==> src/rtl/ulfr_pkg.sv <==
// shared types and constants of the length-prefixed uart frame receiver
package ulfr_pkg;

  localparam int TIMER_BITS = 16;
  localparam int TIMEOUT_W  = 16;
  localparam int CMP_W      = (TIMER_BITS > TIMEOUT_W) ? TIMER_BITS : TIMEOUT_W;
  localparam int COUNT_W    = 17;
  localparam int LEN_W      = 16;
  localparam int CFG_W      = 16;
  localparam int CFG_IDX_W  = 2;

  localparam logic [COUNT_W-1:0] HDR_PLUS_LEN = COUNT_W'(3);
  localparam logic [COUNT_W-1:0] CNT_LEN_HI   = COUNT_W'(2);

  localparam logic [CFG_IDX_W-1:0] REG_HEADER_BYTE   = 2'd0;
  localparam logic [CFG_IDX_W-1:0] REG_MAX_LENGTH    = 2'd1;
  localparam logic [CFG_IDX_W-1:0] REG_TIMEOUT_TICKS = 2'd2;

  localparam logic CMD_BYTE = 1'b0;
  localparam logic CMD_TICK = 1'b1;

  localparam logic [7:0]            HEADER_RESET  = 8'd170;
  localparam logic [LEN_W-1:0]      MAX_LEN_RESET = 16'd1024;
  localparam logic [TIMEOUT_W-1:0]  TIMEOUT_RESET = 16'd100;

  typedef struct packed {
    logic [7:0]           header_byte;
    logic [LEN_W-1:0]     max_length;
    logic [TIMEOUT_W-1:0] timeout_ticks;
  } cfg_t;

  typedef struct packed {
    logic [7:0] frame_byte;
    logic       first_flag;
    logic       last_flag;
    logic       abort_flag;
    logic       sum_ok;
  } res_t;

endpackage

==> src/rtl/uart_length_frame_receiver_unit.sv <==
// top level of the length-prefixed uart frame receiver
//
//   channel  dir  handshake          payload
//   s_*      in   s_tvalid/s_tready  tdata rx_byte, tuser cmd
//   m_*      out  m_tvalid/m_tready  tdata frame_byte, tlast last_flag, tuser flags
//   cfg_*    in   cfg_we             cfg_index, cfg_data
//
// one beat per cycle sustained while the output is not stalled; a beat is held in
// the input register and its result, if any, is registered into the output register
// as it advances; the frame state updates then, so back-to-back beats chain directly
// a stalled output holds the input register, which then drops s_tready
// rst clears the frame state and handshake registers and resets the configuration
module uart_length_frame_receiver_unit (
  input  logic                           clk,
  input  logic                           rst,
  input  logic                           s_tvalid,
  output logic                           s_tready,
  input  logic [7:0]                     s_tdata,   // rx_byte
  input  logic                           s_tuser,   // cmd
  output logic                           m_tvalid,
  input  logic                           m_tready,
  output logic [7:0]                     m_tdata,   // frame_byte
  output logic                           m_tlast,
  output logic [2:0]                     m_tuser,   // first_flag, abort_flag, sum_ok
  input  logic                           cfg_we,
  input  logic [ulfr_pkg::CFG_IDX_W-1:0] cfg_index,
  input  logic [ulfr_pkg::CFG_W-1:0]     cfg_data
);

  ulfr_pkg::cfg_t cfg;
  ulfr_pkg::res_t res;
  logic           res_valid;
  logic           in_valid;
  logic           in_cmd;
  logic [7:0]     in_byte;
  logic           advance;

  assign advance  = in_valid && (!m_tvalid || m_tready);
  assign s_tready = !in_valid || advance;

  ulfr_cfg u_cfg (
    .clk       (clk),
    .rst       (rst),
    .cfg_we    (cfg_we),
    .cfg_index (cfg_index),
    .cfg_data  (cfg_data),
    .cfg       (cfg)
  );

  ulfr_core u_core (
    .clk       (clk),
    .rst       (rst),
    .cfg       (cfg),
    .step      (advance),
    .cmd       (in_cmd),
    .rx_byte   (in_byte),
    .res_valid (res_valid),
    .res       (res)
  );

  // input register
  always_ff @(posedge clk) begin
    if (rst) begin
      in_valid <= 1'b0;
    end else if (s_tready) begin
      in_valid <= s_tvalid;
    end
  end

  always_ff @(posedge clk) begin
    if (s_tready && s_tvalid) begin
      in_cmd  <= s_tuser;
      in_byte <= s_tdata;
    end
  end

  // result register
  always_ff @(posedge clk) begin
    if (rst) begin
      m_tvalid <= 1'b0;
    end else if (advance) begin
      m_tvalid <= res_valid;
    end else if (m_tready) begin
      m_tvalid <= 1'b0;
    end
  end

  always_ff @(posedge clk) begin
    if (advance && res_valid) begin
      m_tdata <= res.frame_byte;
      m_tlast <= res.last_flag;
      m_tuser <= {res.sum_ok, res.abort_flag, res.first_flag};
    end
  end

`ifndef NO_ASSERTIONS
  a_last_not_abort: assert property (@(posedge clk) disable iff (rst)
    m_tvalid |-> !(m_tlast && m_tuser[1]))
    else $error("last and abort on one beat");

  a_sum_only_last: assert property (@(posedge clk) disable iff (rst)
    (m_tvalid && m_tuser[2]) |-> m_tlast)
    else $error("sum_ok outside a last beat");

  a_first_alone: assert property (@(posedge clk) disable iff (rst)
    (m_tvalid && m_tuser[0]) |-> (!m_tlast && !m_tuser[1]))
    else $error("first beat also marked last or abort");

  a_hold_input: assert property (@(posedge clk) disable iff (rst)
    (in_valid && !advance) |=> (in_valid && $stable(in_byte) && $stable(in_cmd)))
    else $error("input register lost a beat while stalled");
`endif

endmodule

==> src/rtl/ulfr_cfg.sv <==
// configuration registers of the frame receiver
module ulfr_cfg (
  input  logic                           clk,
  input  logic                           rst,
  input  logic                           cfg_we,
  input  logic [ulfr_pkg::CFG_IDX_W-1:0] cfg_index,
  input  logic [ulfr_pkg::CFG_W-1:0]     cfg_data,
  output ulfr_pkg::cfg_t                 cfg
);

  always_ff @(posedge clk) begin
    if (rst) begin
      cfg.header_byte   <= ulfr_pkg::HEADER_RESET;
      cfg.max_length    <= ulfr_pkg::MAX_LEN_RESET;
      cfg.timeout_ticks <= ulfr_pkg::TIMEOUT_RESET;
    end else if (cfg_we) begin
      unique case (cfg_index)
        ulfr_pkg::REG_HEADER_BYTE:   cfg.header_byte   <= cfg_data[7:0];
        ulfr_pkg::REG_MAX_LENGTH:    cfg.max_length    <= cfg_data[ulfr_pkg::LEN_W-1:0];
        ulfr_pkg::REG_TIMEOUT_TICKS: cfg.timeout_ticks <= cfg_data[ulfr_pkg::TIMEOUT_W-1:0];
        default: ;
      endcase
    end
  end

endmodule

==> src/rtl/ulfr_core.sv <==
// frame state and per-beat step logic of the frame receiver
module ulfr_core (
  input  logic           clk,
  input  logic           rst,
  input  ulfr_pkg::cfg_t cfg,
  input  logic           step,
  input  logic           cmd,
  input  logic [7:0]     rx_byte,
  output logic           res_valid,
  output ulfr_pkg::res_t res
);

  logic                              in_frame, in_frame_next;
  logic [ulfr_pkg::COUNT_W-1:0]      received_count, received_count_next;
  logic [ulfr_pkg::LEN_W-1:0]        expected_length, expected_length_next;
  logic [7:0]                        running_sum, running_sum_next;
  logic [ulfr_pkg::TIMER_BITS-1:0]   idle_ticks, idle_ticks_next;

  logic [ulfr_pkg::COUNT_W-1:0]      cnt_inc;
  logic [ulfr_pkg::LEN_W-1:0]        len_cur;
  logic [ulfr_pkg::TIMER_BITS-1:0]   idle_inc;
  logic                              frame_end;

  always_comb begin
    cnt_inc  = received_count + ulfr_pkg::COUNT_W'(1);
    len_cur  = (cnt_inc == ulfr_pkg::HDR_PLUS_LEN) ? {expected_length[15:8], rx_byte}
                                                    : expected_length;
    idle_inc = (&idle_ticks) ? idle_ticks : idle_ticks + ulfr_pkg::TIMER_BITS'(1);
    frame_end = (cnt_inc >= ulfr_pkg::HDR_PLUS_LEN) &&
                ((cnt_inc - ulfr_pkg::HDR_PLUS_LEN) == ulfr_pkg::COUNT_W'(len_cur));

    in_frame_next        = in_frame;
    received_count_next  = received_count;
    expected_length_next = expected_length;
    running_sum_next     = running_sum;
    idle_ticks_next      = idle_ticks;
    res_valid            = 1'b0;
    res                  = '0;

    if (cmd == ulfr_pkg::CMD_TICK) begin
      if (in_frame) begin
        idle_ticks_next = idle_inc;
        if (ulfr_pkg::CMP_W'(idle_inc) > ulfr_pkg::CMP_W'(cfg.timeout_ticks)) begin
          in_frame_next        = 1'b0;
          received_count_next  = '0;
          expected_length_next = '0;
          running_sum_next     = '0;
          idle_ticks_next      = '0;
          res_valid            = 1'b1;
          res.abort_flag       = 1'b1;
        end
      end
    end else if (!in_frame) begin
      if (rx_byte == cfg.header_byte) begin
        in_frame_next        = 1'b1;
        received_count_next  = ulfr_pkg::COUNT_W'(1);
        expected_length_next = '0;
        running_sum_next     = rx_byte;
        idle_ticks_next      = '0;
        res_valid            = 1'b1;
        res.frame_byte       = rx_byte;
        res.first_flag       = 1'b1;
      end
    end else begin
      res_valid           = 1'b1;
      res.frame_byte      = rx_byte;
      idle_ticks_next     = '0;
      received_count_next = cnt_inc;
      if (cnt_inc == ulfr_pkg::CNT_LEN_HI) begin
        expected_length_next = {rx_byte, 8'h00};
      end else if (cnt_inc == ulfr_pkg::HDR_PLUS_LEN) begin
        expected_length_next = len_cur;
      end
      priority if ((cnt_inc == ulfr_pkg::HDR_PLUS_LEN) && (len_cur > cfg.max_length)) begin
        in_frame_next        = 1'b0;
        received_count_next  = '0;
        expected_length_next = '0;
        running_sum_next     = '0;
        res.abort_flag       = 1'b1;
      end else if (frame_end) begin
        in_frame_next        = 1'b0;
        received_count_next  = '0;
        expected_length_next = '0;
        running_sum_next     = '0;
        res.last_flag        = 1'b1;
        res.sum_ok           = (rx_byte == running_sum);
      end else begin
        running_sum_next = running_sum + rx_byte;
      end
    end
  end

  always_ff @(posedge clk) begin
    if (rst) begin
      in_frame        <= 1'b0;
      received_count  <= '0;
      expected_length <= '0;
      running_sum     <= '0;
      idle_ticks      <= '0;
    end else if (step) begin
      in_frame        <= in_frame_next;
      received_count  <= received_count_next;
      expected_length <= expected_length_next;
      running_sum     <= running_sum_next;
      idle_ticks      <= idle_ticks_next;
    end
  end

endmodule
==> config.mk <==
export PLATFORM = sky130hd
export DESIGN_NAME = uart_length_frame_receiver_unit
export DESIGN_NICKNAME = d
export VERILOG_FILES = /design/src/rtl/ulfr_pkg.sv /design/src/rtl/uart_length_frame_receiver_unit.sv /design/src/rtl/ulfr_cfg.sv /design/src/rtl/ulfr_core.sv
export SDC_FILE = /design/constraint.sdc
export NUM_CORES = 1
export LEC_CHECK = 0
export ABC_AREA = 1
export BUFFER_PORTS_ARGS = -buffer_cell sky130_fd_sc_hd__buf_2
export CORE_UTILIZATION = 60
export DETAILED_ROUTE_END_ITERATION = 7
export HOLD_SLACK_MARGIN = 0.15
export PLACE_DENSITY_LB_ADDON = 0.25
export SLEW_MARGIN = 40
export SYNTH_ARGS = -nofsm -noshare
export SYNTH_HDL_FRONTEND = slang
export SYNTH_SLANG_ARGS = --single-unit
==> constraint.sdc <==
create_clock -name clk -period 5.2 [get_ports clk]
set_clock_uncertainty 0.1 [all_clocks]
set_input_delay 1.3 -clock clk [delete_from_list [all_inputs] [get_ports clk]]
set_output_delay 1.3 -clock clk [all_outputs]
set_load 0.01 [all_outputs]
==> qor.txt <==
Placer congestion estimate - 0.981
Postcts setup bufs - 0
Largest net degree at the start of global routing - 56
# DRC - 0
Internal - 1.72 mW
Pwr dens - 257 nW/um^2
Die height - 117 um
Post-synth cell types - 50
Clock power share - 0.501
Status - finished, final reports clean
Setup CP Type - reg2reg
Yosys reg bits - 121
Portion of total power attributed to combinational logic - 0.061
Setup TNS - 0 ps
Sw Share - 0.242
YS warnings - 0
Most frequent cells after synthesis - nand2_1 (291), inv_1 (123), a21oi_1 (100), dfxtp_1 (100), nor2_1 (85)
Maxcap violations - 0
Dpl hpwl - 15000 um
Clk pin slew, worst setup/hold paths - 50 ps
Min Tclk post-route - 4750 ps
Post-CTS sizing - 0
Ports - 46
Clock Tree Buf Depth - 2
Register-to-Register Path Depth - 26
Most used cell along the critical path - nand2_1
EDFF count, synth - 21
Relative slew slack - 0.392
Hold Fails Final Rpt - 0
Total via count in the routed design - 7655
Worst reg2reg endpoint - u_core.running_sum[4]
Most used flip-flop cell after synthesis - dfxtp_1
Hold EP - u_cfg.cfg[16]
FP Rows - 41
Die Span X - 117 um
Synth top area share - 0.252
DRT Wirelength - 21100 um
Root buf cell - clkbuf_16
Drt pass-1 iters - 6
Number of global-route vias before repair - 6885
Num Clock Sinks - 121
Setup WS post-layout - 453 ps
# diodes - 0
Max VDD drop - 0.253 mV
Clock latency on the worst-skew pair - 420 ps
Placeable Area - 12800 um^2
Worst R2R Start - u_core.received_count[0]
Flop pwr share - 0.438
Critical Path RT - 5370 ps
Critical Path Sink Type - flip-flop
R2R Setup Slk - 450 ps
Fmax - 0.211 GHz
Switching power - 0.551 mW
Final layout net count - 1242
Ys async rst share - 0
Cell count after synthesis - 1133
Inserted Clock Buffers - 17
First-pass GRT wire length - 34400 um
Port Buf Inserts - 45
Area grow syn2layout - 11.3%
DRT iter0 DRCs - 850
Initial Util - 0.622
HP Start - u_cfg.cfg[16]
Mapped Area - 7950 um^2
Critical path fanouts, max - 20
CP startpoint kind - flip-flop
Cts hold-fix bufs - 0
Final setup violating endpoints - 0
Tcrit/Tclk final - 0.913
Die Footprint - 13700 um^2
Post-detailed-route count of antenna-violating nets - 0
Syn_area_per_cell - 7.02 um^2
GRT Resource Usage Total - 0.329
Sequential area share after synthesis - 0.331
Total gr overflow - 0
Syn_nets - 1209
HP Class - reg2reg
Slew Viols, Final - 0
Hold path depth - 2
Post-synth top area cell - dfxtp_1
Slowest CP cell - dfxtp_1
Data arrival time of the worst path - 4920 ps
DR WL/cell - 15.6 um
Vias per inst - 5.67
RSZ-0062 raised after global routing - false
Top-count cell post-synth - nand2_1
Pleak - 3.74 nW
Total power - 2.28 mW
Clock tree from TritonCTS - yes
CP max stage delay - 490 ps
Layout cells sized above 1 - 0.125
Initial antenna violation count - 0
Setup WS pre-CTS - 640 ps
Top post-synthesis cells by area - dfxtp_1 (25%), nand2_1 (14%), edfxtp_1 (7.9%)
Worst slew pin tran - 904 ps
Clock H-tree levels - 4
==> power groups by stage <==
stage	Combinational (mW)	Clock (mW)	Sequential, mW
global placement	0.130	0	1.02
floorplan	0.0945	0	1.01
detailed placement	0.133	0	1.02
CTS	0.136	1.14	0.996
global route	0.154	1.18	0.999
finish	0.138	1.14	0.996
==> metrics by stage <==
| step | cell area (um^2) | hold WS [ps] | std cells | util |
|---|---|---|---|---|
| finish | 8850 | 355 | 1351 | 0.693 |
| global route | 8850 | 372 | 1351 | 0.693 |
| CTS | 8850 | 360 | 1351 | 0.693 |
| detailed placement | 8280 | 352 | 1319 | 0.648 |
| global placement | 8270 | 345 | 1319 | 0.647 |
| floorplan | 7950 | 328 | 1133 | - |
==> flip-flops by register name, indices dropped and copies added, names as in the netlist <==
signal,flops
m_tuser,3
in_valid,1
m_tlast,1
u_core.idle_ticks,16
m_tdata,8
u_core.running_sum,8
m_tvalid,1
u_core.in_frame,1
u_cfg.cfg,40
in_byte,8
u_core.received_count,17
in_cmd,1
u_core.expected_length,16
==> per-layer routing <==
metal  vias up  global-route usage  wire, um
met2       317               0.496      9150
li1       3825                   -         -
met1      3470               0.475      9830
met5         -                   0         0
met3        43              0.0659      1710
met4         0               0.102       445
==> critical path: cells and delay by family (launching register included) <==
family / cells / cell delay (ps)
DFF: 1 / 490
buffers and inverters: 3 / 570
adders and majority gates: 2 / 590
and+or+nand+nor: 18 / 2450
AOI/OAI and AO/OA: 3 / 390
==> worst max-delay path by stage <==
stage / start / to / slack, ps / cells after the start
floorplan: u_core.idle_ticks[0] / m_tdata[0] / 1440 / 17
global placement: u_core.received_count[0] / u_core.running_sum[4] / 730 / 26
detailed placement: u_core.received_count[0] / u_core.running_sum[4] / 640 / 26
CTS: u_core.received_count[0] / u_core.running_sum[4] / 590 / 26
global route: u_core.received_count[0] / u_core.running_sum[3] / 100 / 26
finish: u_core.received_count[0] / u_core.running_sum[4] / 450 / 26
==> cells by family after synthesis <==
kind of cell | Yosys count | share of synthesized area
AND/OR/NAND/NOR | 598 | 0.362
adder cells (fa/ha/maj) | 44 | 0.0702
flip-flops | 121 | 0.331
XOR/XNOR | 35 | 0.0403
AO/OA/AOI/OAI | 168 | 0.113
buffers and inverters | 167 | 0.0833
==> cell usage in the layout (no fill, tap or decap), drive strengths merged, types with 2 or more instances in the layout <==
cell type / netlist / routed
nand3b: 5 / 5
o21a: 4 / 4
bufinv: 0 / 2
nor2: 104 / 104
a21oi: 102 / 102
clkinvlp: 0 / 4
edfxtp: 21 / 21
o21ai: 50 / 50
nand3: 96 / 96
ha: 43 / 43
nand2: 308 / 308
xnor2: 21 / 21
clkinv: 1 / 6
o221ai: 2 / 2
buf: 12 / 53
nor3: 29 / 29
o211ai: 3 / 3
inv: 127 / 128
dfxtp: 100 / 100
nand4: 48 / 48
clkbuf: 27 / 20
nor4: 5 / 5
xor2: 13 / 13
==> final cells by class <==
cell class / count / area (um^2)
Timing Repair Buffer: 53 / 285
Sequential cell: 121 / 2630
Clock inverter: 12 / 126
Clock buffer: 20 / 437
Multi-Input combinational cell: 845 / 4670
Inverter: 128 / 483
Fill cell: 1069 / 3930
Tap cell: 172 / 215
No activity file was read; power rests on OpenSTA's default activity.
